### src/sv/pts_pkg.sv
// package for the periodic task scheduler
// holds the word types, function and result codes, and the cell command type
// no dependencies
package pts_pkg;

	// default table capacity and the fixed width of a task index
	localparam int unsigned MAX_TASKS_DEF = 8;
	localparam int unsigned TASK_ID_W     = 3;
	localparam int unsigned SLOT_LIMIT    = 8;
	localparam int unsigned PERIOD_W      = 16;

	// input function codes
	localparam logic [1:0] F_TICK = 2'd0;
	localparam logic [1:0] F_RUN  = 2'd1;
	localparam logic [1:0] F_ADD  = 2'd2;
	localparam logic [1:0] F_SET  = 2'd3;

	// result kinds
	typedef enum logic [2:0] {
		K_ADDED  = 3'd0,
		K_FULL   = 3'd1,
		K_ENABLE = 3'd2,
		K_TICK   = 3'd3,
		K_DUE    = 3'd4,
		K_NONE   = 3'd5
	} kind_t;

	// input word
	typedef struct packed {
		logic [1:0]           func;
		logic [TASK_ID_W-1:0] task_id;
		logic [PERIOD_W-1:0]  period;
		logic                 enable;
	} in_t;

	// result word
	typedef struct packed {
		logic [2:0]           kind;
		logic [TASK_ID_W-1:0] task_id_res;
		logic                 last;
	} out_t;

	// operation broadcast to every cell
	typedef enum logic [2:0] {
		C_NOP,
		C_TICK,
		C_ADD,
		C_SET,
		C_STEP
	} cell_op_t;

	// command bundle from the sequencer to the cells
	typedef struct packed {
		cell_op_t             op;
		logic                 shift;
		logic [TASK_ID_W-1:0] tgt;
		logic [PERIOD_W-1:0]  period;
		logic                 enable;
	} cell_cmd_t;

endpackage

### src/sv/periodic_task_scheduler_unit.sv
// top level of the periodic task scheduler: sequencer, output register and the cell chain
// tick, add and set enable each give a single result word, registered on acceptance and offered in the cycle after
// a run walks the chain one cell a cycle while the output register is free, over MAX_TASKS cells (capped at 8),
// then closes in a flush state that gives the last word; one item at a time
// reset: all tasks cleared and disabled, no word pending; period and counter storage is
// left unset until a task is added
module periodic_task_scheduler_unit #(
	parameter int unsigned MAX_TASKS = pts_pkg::MAX_TASKS_DEF
) (
	input  logic          clk,
	input  logic          arst_n,
	input  logic          in_valid,
	output logic          in_ready,
	input  pts_pkg::in_t  in_word,
	output logic          out_valid,
	input  logic          out_ready,
	output pts_pkg::out_t out_word
);
	import pts_pkg::*;

	localparam int unsigned SLOT_CAP = (MAX_TASKS < SLOT_LIMIT) ? MAX_TASKS : SLOT_LIMIT;
	localparam int unsigned CNT_W    = $clog2(SLOT_CAP + 1);
	localparam int unsigned SCAN_W   = (SLOT_CAP > 1) ? $clog2(SLOT_CAP) : 1;

	typedef enum logic [1:0] {
		S_IDLE,
		S_SCAN,
		S_FLUSH
	} state_t;

	state_t               state_q;
	logic [CNT_W-1:0]     count_q;
	logic [SCAN_W-1:0]    scan_q;
	logic                 pend_vld_q;
	logic [TASK_ID_W-1:0] pend_id_q;
	logic                 out_vld_q;
	out_t                 res_q;

	logic                 out_free;
	logic                 out_load;
	logic                 acc;
	logic                 full;
	logic                 start;
	logic                 step;
	logic                 any_hit;
	cell_cmd_t            cmd;
	logic [SLOT_CAP:0]    tok;
	logic [SLOT_CAP-1:0]  hits;

	assign out_free  = !out_vld_q || out_ready;
	assign in_ready  = (state_q == S_IDLE) && out_free;
	assign acc       = in_valid && in_ready;
	assign full      = (count_q == CNT_W'(SLOT_CAP));
	assign start     = acc && (in_word.func == F_RUN);
	assign step      = (state_q == S_SCAN) && out_free;
	assign any_hit   = |hits;
	assign out_valid = out_vld_q;
	assign out_word  = res_q;

	// a new result word enters the output register
	assign out_load  = (acc && (in_word.func != F_RUN)) ||
		(step && any_hit && pend_vld_q) ||
		((state_q == S_FLUSH) && out_free);

	// command broadcast to the chain
	always_comb begin
		cmd        = '0;
		cmd.op     = C_NOP;
		cmd.shift  = start || step;
		cmd.period = in_word.period;
		cmd.enable = in_word.enable;
		cmd.tgt    = in_word.task_id;
		if (acc) begin
			case (in_word.func)
				F_TICK: cmd.op = C_TICK;
				F_ADD: begin
					if (!full) begin
						cmd.op  = C_ADD;
						cmd.tgt = TASK_ID_W'(count_q);
					end
				end
				F_SET: cmd.op = C_SET;
				default: cmd.op = C_NOP;
			endcase
		end else if (step) begin
			cmd.op = C_STEP;
		end
	end

	// chain of task cells, token enters at cell zero
	assign tok[0] = start;
	for (genvar g = 0; g < SLOT_CAP; g++) begin : g_cell
		pts_cell #(
			.IDX(g)
		) u_cell (
			.clk      (clk),
			.arst_n   (arst_n),
			.cmd      (cmd),
			.token_in (tok[g]),
			.token_out(tok[g+1]),
			.hit      (hits[g])
		);
	end

	// sequencer and output register
	always_ff @(posedge clk or negedge arst_n) begin
		if (!arst_n) begin
			state_q    <= S_IDLE;
			count_q    <= '0;
			scan_q     <= '0;
			pend_vld_q <= 1'b0;
			pend_id_q  <= '0;
			out_vld_q  <= 1'b0;
			res_q      <= '0;
		end else begin
			// result valid flag
			if (out_load) begin
				out_vld_q <= 1'b1;
			end else if (out_ready) begin
				out_vld_q <= 1'b0;
			end
			case (state_q)
				S_IDLE: begin
					if (acc) begin
						case (in_word.func)
							F_TICK: begin
								res_q <= '{kind: K_TICK, task_id_res: '0, last: 1'b1};
							end
							F_ADD: begin
								if (full) begin
									res_q <= '{kind: K_FULL, task_id_res: '0, last: 1'b1};
								end else begin
									res_q   <= '{kind: K_ADDED,
										task_id_res: TASK_ID_W'(count_q), last: 1'b1};
									count_q <= count_q + CNT_W'(1);
								end
							end
							F_SET: begin
								res_q <= '{kind: K_ENABLE, task_id_res: '0, last: 1'b1};
							end
							default: begin
								state_q    <= S_SCAN;
								scan_q     <= '0;
								pend_vld_q <= 1'b0;
							end
						endcase
					end
				end
				S_SCAN: begin
					if (out_free) begin
						// a new due task pushes the held one out as not last
						if (any_hit) begin
							pend_vld_q <= 1'b1;
							pend_id_q  <= TASK_ID_W'(scan_q);
							if (pend_vld_q) begin
								res_q <= '{kind: K_DUE, task_id_res: pend_id_q,
									last: 1'b0};
							end
						end
						if (scan_q == SCAN_W'(SLOT_CAP - 1)) begin
							state_q <= S_FLUSH;
						end else begin
							scan_q <= scan_q + SCAN_W'(1);
						end
					end
				end
				S_FLUSH: begin
					if (out_free) begin
						if (pend_vld_q) begin
							res_q <= '{kind: K_DUE, task_id_res: pend_id_q, last: 1'b1};
						end else begin
							res_q <= '{kind: K_NONE, task_id_res: '0, last: 1'b1};
						end
						pend_vld_q <= 1'b0;
						state_q    <= S_IDLE;
					end
				end
				default: begin
					state_q <= S_IDLE;
				end
			endcase
		end
	end

	// checks
	a_pend_in_run: assert property (@(posedge clk) disable iff (!arst_n)
		pend_vld_q |-> (state_q != S_IDLE))
		else $error("due task held outside a run");

	a_one_token: assert property (@(posedge clk) disable iff (!arst_n)
		$onehot0(tok[SLOT_CAP:1]))
		else $error("more than one scan token in the chain");

	a_token_scan: assert property (@(posedge clk) disable iff (!arst_n)
		(|tok[SLOT_CAP:1]) == (state_q == S_SCAN))
		else $error("scan token does not match sequencer state");

	a_count_cap: assert property (@(posedge clk) disable iff (!arst_n)
		count_q <= CNT_W'(SLOT_CAP))
		else $error("task count beyond capacity");

endmodule

### src/sv/pts_cell.sv
// one task slot of the scheduler chain: period, down counter, enable and in-use flag
// passes the scan token on to its neighbour
// depends on pts_pkg
module pts_cell #(
	parameter int unsigned IDX = 0
) (
	input  logic              clk,
	input  logic              arst_n,
	input  pts_pkg::cell_cmd_t cmd,
	input  logic              token_in,
	output logic              token_out,
	output logic              hit
);
	import pts_pkg::*;

	logic [PERIOD_W-1:0] period_q;
	logic [PERIOD_W-1:0] count_q;
	logic                en_q;
	logic                use_q;
	logic                tok_q;
	logic                sel;
	logic                zero;

	assign sel       = (cmd.tgt == TASK_ID_W'(IDX));
	assign zero      = (count_q == '0);
	assign hit       = tok_q && use_q && en_q && zero;
	assign token_out = tok_q;

	// control flags and the scan token
	always_ff @(posedge clk or negedge arst_n) begin
		if (!arst_n) begin
			en_q  <= 1'b0;
			use_q <= 1'b0;
			tok_q <= 1'b0;
		end else begin
			if (cmd.shift) begin
				tok_q <= token_in;
			end
			case (cmd.op)
				C_ADD: begin
					if (sel) begin
						use_q <= 1'b1;
						en_q  <= 1'b1;
					end
				end
				C_SET: begin
					if (sel && use_q) begin
						en_q <= cmd.enable;
					end
				end
				default: begin
				end
			endcase
		end
	end

	// period and counter storage
	always_ff @(posedge clk) begin
		case (cmd.op)
			C_ADD: begin
				if (sel) begin
					period_q <= cmd.period;
					count_q  <= cmd.period;
				end
			end
			C_SET: begin
				if (sel && use_q && cmd.enable) begin
					count_q <= period_q;
				end
			end
			C_TICK: begin
				if (use_q && en_q && !zero) begin
					count_q <= count_q - PERIOD_W'(1);
				end
			end
			C_STEP: begin
				if (hit) begin
					count_q <= period_q;
				end
			end
			default: begin
			end
		endcase
	end

endmodule

### config.mk
export PLATFORM = sky130hd
export DESIGN_NAME = periodic_task_scheduler_unit
export DESIGN_NICKNAME = d
export VERILOG_FILES = /design/src/sv/pts_pkg.sv /design/src/sv/periodic_task_scheduler_unit.sv /design/src/sv/pts_cell.sv
export SDC_FILE = /design/constraint.sdc
export NUM_CORES = 1
export LEC_CHECK = 0
export ABC_AREA = 1
export BUFFER_PORTS_ARGS = -buffer_cell sky130_fd_sc_hd__clkbuf_2
export CAP_MARGIN = 20
export CORE_MARGIN = 10
export CORE_UTILIZATION = 33
export CTS_BUF_LIST = sky130_fd_sc_hd__clkbuf_8
export CTS_CLUSTER_DIAMETER = 60
export DETAILED_ROUTE_END_ITERATION = 8
export GPL_ROUTABILITY_DRIVEN = 0
export MAX_ROUTING_LAYER = met4
export PLACE_DENSITY_LB_ADDON = 0.25
export RECOVER_POWER = 50
export SLEW_MARGIN = 30
export SYNTH_ARGS = -nofsm -noshare
export SYNTH_HDL_FRONTEND = slang
export SYNTH_SLANG_ARGS = --single-unit
### constraint.sdc
create_clock -name clk -period 8.7 [get_ports clk]
set_input_delay 0.435 -clock clk [delete_from_list [all_inputs] [get_ports clk]]
set_output_delay 0.435 -clock clk [all_outputs]
set_load 0.03 [all_outputs]
# Word level (Yosys, flattened, before mapping)
# Cells that the tools add are included.
[classes]
add_sub_neg = 10
n_eq_ne = 68
muxes = 99
bitwise_logic = 1
n_reduce_logical = 125
[op_table]
columns = ["cell", "count"]
rows = [
  ["16-bit 2-to-1 mux", 32],
  ["16-bit one-hot mux with 4 select lines", 8],
  ["16-bit zero test", 8],
  ["16-bit by 1-bit subtractor with 16-bit output (second input constant)", 8],
  ["2-bit by 1-bit inequality test with 1-bit output (second input constant)", 42],
  ["1-bit logical AND", 64],
  ["5-bit AND reduction", 10],
  ["7-bit one-hot mux with 3 select lines", 2],
  ["7-bit 2-to-1 mux", 5],
  ["3-bit 2-to-1 mux", 9],
  ["3-bit AND reduction", 9],
  ["1-bit 2-to-1 mux", 23],
  ["3-bit == test (second input constant)", 6],
  ["1-bit one-hot mux with 2 select lines", 8],
  ["2-bit AND reduction", 8],
  ["2-bit inequality test (second input constant)", 7],
  ["3-bit by 2-bit == test with 1-bit output (second input constant)", 4],
  ["2-bit 2-to-1 mux", 6],
  ["2-bit one-hot mux with 3 select lines", 2],
  ["5-bit 2-to-1 mux", 2],
  ["1-bit zero test", 9],
  ["8-bit OR reduction", 1],
  ["7-bit AND reduction", 1],
  ["2-bit == test (second input constant)", 3],
  ["other kinds (18)", 26],
]
[totals]
ff_bits = 301
inputBits = 26
out_inout_bits = 9
wordCells = 352

# Depth between registers and ports, before layout
# Gate-level depths: netlist (run 1).
[logic_depth]
depth_word = 10
mapped_depth = 13
mapped_depth_nobuf = 13

# By module
# A second synthesis (run 1) with hierarchy kept.
[hier_totals]
hier_cells = 2098
area_unflattened_um2 = 17249.0
[by_module_without_submodules]
columns = ["mod", "instances", "cells_each", "area_per_inst_um2", "seq_area_each_um2"]
rows = [
  ["pts_cell (g_cell[3].u_cell ...)", 3, 233, 1990.7, 1036.0],
  ["pts_cell (g_cell[1].u_cell ...)", 2, 245, 1961.9, 1036.0],
  ["pts_cell (g_cell[0].u_cell)", 1, 244, 1958.1, 1036.0],
  ["pts_cell (g_cell[7].u_cell)", 1, 238, 1949.4, 1036.0],
  ["pts_cell (g_cell[4].u_cell)", 1, 240, 1944.4, 1036.0],
  ["periodic_task_scheduler_unit", 1, 187, 1501.4, 525.5],
]

# Least setup slack after synthesis (run 1)
# Ideal clock, no wire load.
[synth_timing]
path_kind = "input to register"
from = "input port in_word[20] (netlist bit)"
to = "register g_cell[3].u_cell.count_q[0], enable pin"
setup_ps = 394
arrival_time_ps = 2493
t_required_ps = 8306
path_slack_ps = 5812
cell_stages = 11
n_path_buf = 0
path_cell_list = "inv_1 > ha_1 > inv_2 > o21bai_4 > nor2_2 > nand2_1 > nand2_1 > nand2_1 > nor2_1 > o21ai_0 > a21oi_1"
[synth_between]
elab_chain_cells = 8
word_cells_on_any_way = 20
cone_classes = "eq/ne: 11; mux: 4; reduce/logical: 5"
[synth_rtl]
columns = ["element", "line_no", "source"]
rows = [
  ["from (decl)", "periodic_task_scheduler_unit.sv:14", "input pts_pkg::in_t in_word,"],
  ["2-bit == test", "periodic_task_scheduler_unit.sv:74", "case (in_word.func)"],
  ["3-bit 2-to-1 mux", "periodic_task_scheduler_unit.sv:74", ""],
  ["3-bit 2-to-1 mux", "periodic_task_scheduler_unit.sv:73", "if (acc) begin"],
  ["3-bit by 2-bit == test with 1-bit output", "pts_cell.sv:24", "assign sel = (cmd.tgt == TASK_ID_W'(IDX));"],
  ["1-bit logical AND (2 in a row)", "pts_cell.sv:67", "if (sel && use_q && cmd.enable) begin"],
  ["2-bit by 1-bit inequality test with 1-bit output (no line)", "n/a", ""],
  ["5-bit AND reduction (no line) *", "n/a", ""],
  ["to (signal assigned)", "pts_cell.sv:68", "count_q <= period_q;"],
  ["to (signal assigned)", "pts_cell.sv:73", "count_q <= count_q - PERIOD_W'(1);"],
  ["to (signal assigned)", "pts_cell.sv:78", "count_q <= period_q;"],
  ["to (decl)", "pts_cell.sv:17", "logic [PERIOD_W-1:0] count_q;"],
]
# Every way passes the cells marked *; elsewhere a longest branch is shown, timed or not.
# A chain may end at the register's enable or synchronous reset.

# Final worst setup path (run 1)
[layout_timing]
from = "register state_q[0]"
to = "register g_cell[6].u_cell.count_q[13], data pin"
[layout_between]
elab_chain_cells = 6
word_cells_on_any_way = 12
cone_classes = "eq/ne: 5; mux: 3; reduce/logical: 4"
[layout_rtl]
columns = ["element", "line_no", "source"]
rows = [
  ["from (decl)", "periodic_task_scheduler_unit.sv:31", "state_t state_q;"],
  ["from (signal assigned)", "periodic_task_scheduler_unit.sv:108", "state_q <= S_IDLE;"],
  ["from (signal assigned)", "periodic_task_scheduler_unit.sv:142", "state_q <= S_SCAN;"],
  ["from (signal assigned)", "periodic_task_scheduler_unit.sv:161", "state_q <= S_FLUSH;"],
  ["2-bit by 1-bit == test with 1-bit output or 2-bit zero test (tied branches)", "periodic_task_scheduler_unit.sv:55, periodic_task_scheduler_unit.sv:51", ""],
  ["1-bit logical AND (on tied branches)", "periodic_task_scheduler_unit.sv:55, periodic_task_scheduler_unit.sv:51", ""],
  ["3-bit 2-to-1 mux or 1-bit logical AND (tied branches)", "periodic_task_scheduler_unit.sv:85, periodic_task_scheduler_unit.sv:52", ""],
  ["3-bit 2-to-1 mux *", "periodic_task_scheduler_unit.sv:73", ""],
  ["3-bit == test (tied with other cells)", "pts_cell.sv:59", "case (cmd.op)"],
  ["16-bit one-hot mux with 4 select lines *", "pts_cell.sv:59", ""],
  ["to (signal assigned)", "pts_cell.sv:63", "count_q <= cmd.period;"],
  ["to (signal assigned)", "pts_cell.sv:68", ""],
  ["to (signal assigned)", "pts_cell.sv:73", ""],
  ["to (decl)", "pts_cell.sv:17", ""],
]
# Marks and branches as above.

==> flow_metrics.tcl, run 1 <==
set metrics [dict create \
    dp_hpwl_mm 28.60 \
    maxCapViolations 2 \
    power.leakage_nw 6.223 \
    cp.depth 11 \
    path_buf_inv 4 \
    wl_mm 43.17 \
    p_comb_share_pct 34.5 \
    timing.final.hold_violations 0 \
    dr.pass1.iters 7 \
    cts_setup_buffers 0 \
    cts_sinks 301 \
    cts_resized 0 \
    worstSkewPairLatency_ps 640 \
    gr-total-overflow 0 \
    ys_seq_area_share_pct 58.84 \
    synth_top_flop_cell "edfxtp_1" \
    rsz0062_at_grt "false" \
    rr_worst_depth 11 \
    drtIter0Drc 933 \
    crit_chain "inv_1, ha_1, nand3_1, inv_1, nand2_1, nor2_1, clkinv_1, nand2_1, buf_4, a21boi_0, o21ai_0" \
    slew_viol_final 113 \
    skew_ps 33.16 \
    die_x_um 233.0 \
    path_class "flip-flop to flip-flop" \
    io_pins 35 \
    antennaDiodeCount 0 \
    antenna_found_initial 0 \
    fin_nets 1672 \
    p_seq_share_pct 43.0 \
    final.setup.worst_slack_ps 2987 \
    num_vias 11410 \
    cts_tree "yes" \
    setup_viol 0 \
    syn-cell-area_um2 14980 \
    path_clk_slew_ps 60 \
    p_int_w 0.003436 \
    relSlewSlack_pct -73.25 \
    fmax_mhz 175.0 \
    multi_input_area_um2 5492 \
    crit_arrival_ps 6170 \
    fin_crit_ps 5713 \
    worst_pin_slew_ps 2593 \
    ys_seq_elements 301 \
    p_sw_share_pct 40.19 \
    cp_slowest_stage_delay_ps 1850 \
    grt_first_pass_wirelength_mm 66.49 \
    timing.critical_path.max_delay_family "simple AND/OR/NAND/NOR gates" \
    fp.dieArea_um2 54310 \
    fin_crit_sh_pct 65.66 \
    status "complete, but fails checks" \
    drive_gt1_share_pct 6.639 \
    start_kind "flip-flop" \
    start_util_pct 33.22 \
    syn_inst 1549 \
    regArea_um2 8813 \
    cp_max_fo 66 \
    viasPerCell 5.057 \
    area_growth_pct 12.09 \
    syn_nets 1606 \
    synth_area_per_cell_um2 9.670 \
    peakVddDrop_mv 0.1757 \
    end_kind "flip-flop" \
    slowest_stage "nand2_1" \
    grt_pass1_vias 11060 \
    wire_per_inst_um 19.13 \
    ys_async_sr_fraction_pct 14.95 \
    num_rows 78 \
    yosys_warnings 0 \
    power.switching_w 0.002309 \
    min_path_cells 4 \
    critPathRequiredTime_ps 9150 \
    root_buffer "clkbuf_8" \
    fillers 4599 \
    power_frac_clock_pct 22.5 \
    cts_max_level 2 \
    yosys.cell_types.count 38 \
    synth-edff-count 256 \
    coreArea_um2 45090 \
    power.density_nw_per_um2 342.2 \
    drc_errors 0 \
    violations "capacitance limit, slew limit" \
    hp-class "input port to flip-flop" \
    drtAntennaViolNets 0 \
    cts_buffers 52 \
    io_buffers 34 \
    grt_use_total_pct 16.47 \
    preCtsSetupSlack_ps 4753 \
    grt_max_degree 67 \
    die_h_um 233.0 \
    tns_ps 0 \
    clk_path_buf_depth 3 \
]
cell type report:
type,count,area share (%)
clock buffers,59,4.837
clock inverters,37,1.237
inverters,129,2.914
multi-input cells,1085,32.71
flip-flops and latches,301,52.50
well taps,600,4.472
repair buffers,46,1.334
registers in the layout, indices dropped and copies added, names as in the netlist:
| register | flops |
|---|---|
| g_cell.u_cell.use_q | 8 |
| count_q | 4 |
| g_cell.u_cell.en_q | 8 |
| g_cell.u_cell.period_q | 128 |
| g_cell.u_cell.token_out | 8 |
| pend_vld_q | 1 |
| pend_id_q | 3 |
| g_cell.u_cell.count_q | 128 |
| scan_q | 3 |
| out_valid | 1 |
| state_q | 2 |
| out_word | 7 |
path summary, 6_finish.rpt:
| kind | from | endpoint | slack (ps) |
|---|---|---|---|
| min | out_ready | out_valid$_DFFE_PN0P_ | 170 |
| max | state_q[0]$_DFFE_PN0P_ | g_cell[6].u_cell.count_q[13]$_DFFE_PP_ | 2990 |
| max reg2reg | state_q[0]$_DFFE_PN0P_ | g_cell[6].u_cell.count_q[13]$_DFFE_PP_ | 2990 |
| min in group asynchronous | arst_n | pend_vld_q$_DFFE_PN0P_ | 1200 |
| min reg2reg | out_word[5]$_DFFE_PN0P_ | out_word[5]$_DFFE_PN0P_ | 470 |
| max in group asynchronous | arst_n | g_cell[0].u_cell.token_out$_DFFE_PN0P_ | 6130 |
tightest hold or removal path: stages:
cell      delay (ps)
clkbuf_2          80
inv_1             50
nand2_2           70
nand4_1          110
per-stage QoR:
stage	util (%)	hold slack, ps	instances	total power, W	instance area [um2]
after floorplan	-	139.4	1549	0.003808	14980
after global placement	35.07	455.0	2160	0.004423	15810
after detailed placement	35.08	464.7	2160	0.004466	15820
after CTS	37.36	147.3	2257	0.005774	16840
after global routing	37.24	177.0	2257	0.006128	16790
final	37.24	171.3	2257	0.005745	16790
kinds of logic after synthesis:
group | synth area share (%)
xor gates and xnor gates | 2.982
and+or+nand+nor | 22.36
buffers and inverters | 4.511
AOI/OAI and AO/OA | 8.713
DFF | 58.84
adders and majority gates | 2.590
routing by layer:
layer	vias up	GRT usage (%)	part of all wire (%)
met4	0	4.991	1.9
met1	5458	22.33	47
li1	5502	-	-
met3	61	2.728	6.7
met2	392	24.87	45
met5	-	-	0
timing repair:
action,4_1_cts,5_1_grt
setup endpoints to repair,0,0
endpoints found under the hold margin,45,0
hold buffers,1,0
cell usage after synthesis, types with 14 or more instances:
| library cell | count | area, um2 |
|---|---|---|
| xor2_1 | 19 | 166.4 |
| o21ai_0 | 56 | 280.3 |
| nand3_1 | 153 | 765.7 |
| dfrtp_1 | 45 | 1126 |
| buf_4 | 14 | 105.1 |
| a21oi_1 | 50 | 250.2 |
| inv_1 | 121 | 454.2 |
| nand2_1 | 372 | 1396 |
| nor3_1 | 27 | 135.1 |
| nor2_1 | 201 | 754.5 |
| o211ai_1 | 75 | 563.0 |
| edfxtp_1 | 256 | 7687 |
| xnor2_1 | 32 | 280.3 |
| ha_1 | 31 | 387.9 |
| nand4_1 | 16 | 100.1 |
placed cells by master, fill, tap and decap left out, drive strengths merged, types with 27 or more instances in the layout:
master,netlist,final
nand2,374,374
ha,31,31
edfxtp,256,256
nor3,27,27
clkbuf,9,95
inv,129,145
a21oi,50,50
o211ai,75,75
nor2,205,205
nand3,155,155
o21ai,58,58
xnor2,32,32
dfrtp,45,45
power groups by stage:
| stage | Sequential (W) | Combinational [W] | Clock [W] |
|---|---|---|---|
| 2_1_floorplan | 0.00245 | 0.00136 | 0 |
| 3_3_place_gp | 0.00248 | 0.00194 | 0 |
| 3_5_place_dp | 0.00249 | 0.00198 | 0 |
| 4_1_cts | 0.00247 | 0.00198 | 0.00132 |
| 5_1_grt | 0.00253 | 0.00222 | 0.00138 |
| 6_report | 0.00247 | 0.00198 | 0.00129 |
(Power assumes the default switching activity.)
==> inputs of run 2 (changes only) <==
==> constraint.sdc (replaced) <==
create_clock -name clk -period 5.1 [get_ports clk]
set_input_delay 0.255 -clock clk [delete_from_list [all_inputs] [get_ports clk]]
set_output_delay 0.255 -clock clk [all_outputs]
set_load 0.03 [all_outputs]
==> run 2 against run 1 <==
Net effect: the run still ends with capacitance limit, slew limit left; register-to-register slack worse by 2100 ps; combinational power up 71%; worst hold slack worse by 30 ps; sequential power up 71%; cell area down 0.48%; largest cell class unchanged.
==> flow_metrics.tcl, run 2 (same netlist as run 1, synthesis figures left out) <==
set metrics [dict create \
    rsz0062_at_grt "false" \
    final.setup.worst_slack_ps 936.3 \
    hp-start "in_word[18]" \
    r2r-start "state_q[0]$_DFFE_PN0P_" \
    power.leakage_nw 6.202 \
    critPathRequiredTime_ps 5530 \
    cp_max_fo 72 \
    hold_path_end "g_cell[5].u_cell.en_q$_DFFE_PN0P_" \
    timing.final.hold_violations 0 \
    r2r_slack_ps 940 \
    setup_viol 0 \
    min_path_cells 6 \
    grt_busiest_layer "met2" \
    antenna_found_initial 0 \
    io_buffers 34 \
    ctsHoldBuffers 2 \
    dr.pass1.iters 6 \
    path_clk_slew_ps 60 \
    top_regs "g_cell.u_cell.count_q: 128 flops, g_cell.u_cell.period_q: 128 flops" \
    area_growth_pct 11.55 \
    end_kind "flip-flop" \
    start_util_pct 33.22 \
    fillers 4547 \
    fmax_mhz 240.2 \
    crit_chain "inv_1, ha_1, nand3_1, inv_1, nand2_1, nor2_1, clkinv_1, nand2_4, buf_4, nand2_1, o211ai_1" \
    slew_viol_final 46 \
    relSlewSlack_pct -66.96 \
    layout_common_cells "nand2_1, edfxtp_1, nor2_1" \
    gr-total-overflow 0 \
    rr_worst_depth 11 \
    cp_slowest_stage_delay_ps 720 \
    wire_per_inst_um 19.96 \
    grt_use_total_pct 17.08 \
    path_class "flip-flop to flip-flop" \
    power.density_nw_per_um2 574.9 \
    fin_crit_sh_pct 81.64 \
    maxCapViolations 1 \
    clk_path_buf_depth 3 \
    num_rows 78 \
    fin_crit_ps 4164 \
    preCtsSetupSlack_ps 1413 \
    cts_sinks 301 \
    worst_pin_slew_ps 2504 \
    final_util_pct 37.06 \
    io_pins 35 \
    grt_use_met3_pct 2.765 \
    slowest_stage "nand2_4" \
    use_met1_pct 23.14 \
    grt_first_pass_wirelength_mm 67.74 \
    die_x_um 233.0 \
    final_common_cell "nand2_1" \
    cts_setup_buffers 0 \
    coreArea_um2 45090 \
    die_h_um 233.0 \
    hp-class "input port to flip-flop" \
    cts_resized 0 \
    start_kind "flip-flop" \
    fin_nets 1675 \
    root_buffer "clkbuf_8" \
    r2r-end "g_cell[5].u_cell.count_q[2]$_DFFE_PP_" \
    num_vias 11520 \
    cts_max_level 2 \
    drc_errors 0 \
    dp_hpwl_mm 28.52 \
    grt_pass1_vias 11040 \
    grt_max_degree 73 \
    tns_ps 0 \
    skew_ps 21.72 \
    status "complete, but fails checks" \
    drtIter0Drc 987 \
    peakVddDrop_mv 0.3218 \
    cts_tree "yes" \
    drive_gt1_share_pct 6.145 \
    fp.dieArea_um2 54310 \
    crit_arrival_ps 4600 \
    viasPerCell 5.097 \
    grtUsageMet2_pct 25.73 \
    violations "capacitance limit, slew limit" \
    cts_buffers 52 \
    antennaDiodeCount 0 \
    finalPower_w 0.009606 \
    drtAntennaViolNets 0 \
    worstSkewPairLatency_ps 630 \
    wl_mm 45.11 \
]
-- run 2: metal layers --
layer  share of wire (%)  up-vias
met1                  46     5553
met4                 2.6        0
met3                 6.9       88
li1                    -     5484
met2                  44      394
met5                   0        -
-- run 2: stage by stage --
stage	std cells	area, um2	hold WS (ps)
floorplan	1549	14980	-40.59
global placement	2162	15830	376.7
detailed placement	2162	15830	389.9
finish	2260	16710	140.8
CTS	2260	16770	100.7
global route	2260	16710	176.6
-- run 2: area by class of cell --
cell class	instances	area (um2)	area share, %
clock buffers	55	757.0	4.530
repair buffers	49	245.2	1.468
clock inverters	41	163.9	0.9810
flip-flops and latches	301	8813	52.75
inverters	129	485.5	2.906
well taps	600	750.7	4.493
multi-input cells	1085	5493	32.87
-- run 2: how the worst max path moves through the flow --
stage,startpoint,to,slack (ps),cells after the start
2_1_floorplan,state_q[0]$_DFFE_PN0P_,g_cell[3].u_cell.count_q[0]$_DFFE_PP_,2220,10
3_3_place_gp,state_q[1]$_DFFE_PN0P_,g_cell[3].u_cell.count_q[5]$_DFFE_PP_,1500,12
3_5_place_dp,state_q[1]$_DFFE_PN0P_,g_cell[3].u_cell.count_q[0]$_DFFE_PP_,1410,12
4_1_cts,state_q[1]$_DFFE_PN0P_,g_cell[3].u_cell.count_q[12]$_DFFE_PP_,1400,12
5_1_grt,state_q[0]$_DFFE_PN0P_,g_cell[5].u_cell.count_q[2]$_DFFE_PP_,620,11
6_report,state_q[0]$_DFFE_PN0P_,g_cell[5].u_cell.count_q[2]$_DFFE_PP_,940,11
-- run 2: power by group --
group	switching [W]	total, W	internal, W
sequential	0.000517	0.00422	0.00371
combinational	0.00240	0.00338	0.000981
clock	0.00101	0.00200	0.000989
-- run 2: worst max-delay path, delay by kind of cell, from the launching register on --
kind | cells | cell delay [ps]
fa+ha+maj | 1 | 280
buf+inv | 4 | 1170
flops | 1 | 420
simple gates | 5 | 1950
compound gates | 1 | 110
==> inputs of run 3 (changes only) <==
==> constraint.sdc (replaced) <==
create_clock -name clk -period 3.9 [get_ports clk]
set_input_delay 0.195 -clock clk [delete_from_list [all_inputs] [get_ports clk]]
set_output_delay 0.195 -clock clk [all_outputs]
set_load 0.03 [all_outputs]
==> run 3 against run 2 <==
Net effect: the flow still finishes with violations (capacitance limit, slew limit); combinational power grew 33%; count of clock-buffer cells in the layout is 6 higher; sequential share of layout area down 0.62 points; worst setup slack worse by 370 ps; sequential cell count stayed put; register-to-register slack lost 370 ps; largest power group unchanged.
==> flow_metrics.tcl, run 3 (same netlist as run 1, synthesis figures left out) <==
set metrics [dict create \
    num_vias 11520 \
    cp.depth 8 \
    layout_common_cells "nand2_1, edfxtp_1, nor2_1" \
    slowest_stage "inv_1" \
    grt_pass1_vias 11130 \
    final_util_pct 37.50 \
    viasPerCell 5.075 \
    root_buffer "clkbuf_8" \
    path_class "flip-flop to flip-flop" \
    crit_start "state_q[0]$_DFFE_PN0P_" \
    worst_pin_slew_ps 2601 \
    cts_setup_buffers 0 \
    rr_worst_depth 8 \
    area_growth_pct 12.89 \
    path_common_cell "inv_1" \
    clk_path_buf_depth 3 \
    r2r-start "state_q[0]$_DFFE_PN0P_" \
    setup_viol 0 \
    fillers 4569 \
    fin_area_um2 16910 \
    io_pins 35 \
    path_buf_inv 3 \
    skew_ps 17.42 \
    gr-total-overflow 0 \
    peakVddDrop_mv 0.4382 \
    status "complete, but fails checks" \
    dr.pass1.iters 5 \
    fin_nets 1684 \
    crit_chain "inv_1, ha_1, nand3_2, inv_1, nand2_1, nor2_2, nand3_1, inv_1" \
    regArea_um2 8813 \
    grt_first_pass_wirelength_mm 68.02 \
    antenna_found_initial 4 \
    place_inst 2170 \
    p_int_w 0.007675 \
    power.density_nw_per_um2 758.4 \
    start_kind "flip-flop" \
    stdcell_count 2269 \
    grt_max_degree 46 \
    post_dp_cell_area_um2 15930 \
    drtAntennaViolNets 0 \
    critPathRequiredTime_ps 4150 \
    p_sw_share_pct 40.15 \
    rsz0062_at_grt "false" \
    cp_slowest_stage_delay_ps 550 \
    final_common_cell "nand2_1" \
    coreArea_um2 45090 \
    drc_errors 0 \
    power_frac_clock_pct 22.0 \
    min_path_cells 4 \
    wire_per_inst_um 20.09 \
    relSlewSlack_pct -73.37 \
    p_comb_share_pct 35.0 \
    multi_input_area_um2 5499 \
    cts_max_level 2 \
    drive_gt1_share_pct 7.430 \
    drtIter0Drc 1010 \
    tns_ps 0 \
    p_seq_share_pct 43.0 \
    maxCapViolations 2 \
    timing.final.hold_violations 0 \
    r2r-end "g_cell[4].u_cell.period_q[0]$_DFFE_PP_" \
    dp_hpwl_mm 28.85 \
    fmax_mhz 299.5 \
    wl_mm 45.58 \
    cts_buffers 53 \
    hold_path_end "g_cell[0].u_cell.token_out$_DFFE_PN0P_" \
    power.leakage_nw 6.274 \
    cts_sinks 301 \
    cts_tree "yes" \
    die_h_um 233.0 \
    num_rows 78 \
    die_x_um 233.0 \
    r2r_slack_ps 560 \
    hp-class "input port to flip-flop" \
    start_util_pct 33.22 \
    cp_max_fo 16 \
    crit_arrival_ps 3580 \
    grt_use_total_pct 17.26 \
    top_regs "g_cell.u_cell.count_q: 128 flops, g_cell.u_cell.period_q: 128 flops" \
    slew_viol_final 61 \
    worstSkewPairLatency_ps 620 \
    power.switching_w 0.005148 \
    fin_crit_ps 3339 \
    antennaDiodeCount 0 \
    end_kind "flip-flop" \
    hp-start "in_word[20]" \
    timing.critical_path.max_delay_family "simple AND/OR/NAND/NOR gates" \
    violations "capacitance limit, slew limit" \
    path_clk_slew_ps 60 \
    io_buffers 34 \
    fin_crit_sh_pct 85.60 \
    fp.dieArea_um2 54310 \
]
[run 3: changes by cell type in the layout (fill, tap and decap cells not counted), sizes merged]
cell,change
buf,+10
bufinv,+1
clkbuf,+4
clkinv,+6
clkinvlp,-1
inv,-11
[run 3: area by class of cell]
class,instances,share of cell area [%]
flip-flops and latches,301,52.12
multi-input cells,1085,32.52
well taps,600,4.440
clock inverters,36,1.006
repair buffers,57,2.072
inverters,129,2.871
clock buffers,61,4.965
[run 3: how the worst max path moves through the flow]
stage                                        endpoint  slack, ps
2_1_floorplan   g_cell[3].u_cell.count_q[0]$_DFFE_PP_       1020
3_3_place_gp    g_cell[3].u_cell.count_q[6]$_DFFE_PP_        700
3_5_place_dp    g_cell[3].u_cell.count_q[6]$_DFFE_PP_        640
4_1_cts         g_cell[3].u_cell.count_q[1]$_DFFE_PP_        620
5_1_grt         g_cell[6].u_cell.count_q[7]$_DFFE_PP_        220
6_report       g_cell[4].u_cell.period_q[0]$_DFFE_PP_        560
[run 3: timing repair]
| action | in CTS | in global routing |
|---|---|---|
| resized for setup | 0 | 0 |
| hold buffers | 2 | 0 |
| endpoints found under the hold margin | 46 | 0 |
[run 3: layer usage]
layer	track usage, %	wire [um]	vias up
met5	-	0	-
li1	-	-	5508
met2	25.18	19670	411
met3	3.764	3645	102
met4	6.594	1535	0
met1	23.07	20730	5494
[run 3: power by group through the flow]
stage | clock [W] | sequential (W) | combinational (W)
after floorplan | 0 | 0.00546 | 0.00304
after global placement | 0 | 0.00553 | 0.00445
after detailed placement | 0 | 0.00555 | 0.00452
after CTS | 0.00290 | 0.00550 | 0.00454
after global routing | 0.00304 | 0.00563 | 0.00501
final | 0.00282 | 0.00551 | 0.00449
[run 3: stage by stage]
stage	setup WS (ps)	total power [W]	hold slack (ps)
final	561.5	0.01282	117.7
after global routing	224.0	0.01368	125.0
after CTS	622.4	0.01294	58.82
after detailed placement	643.3	0.01007	336.8
after global placement	695.6	0.009979	320.7
after floorplan	1024	0.008495	-100.6
[run 3: worst min-delay path, stage by stage]
cell	delay [ps]
clkbuf_2	160
ha_1	190
nand2_1	80
o21ai_0	70
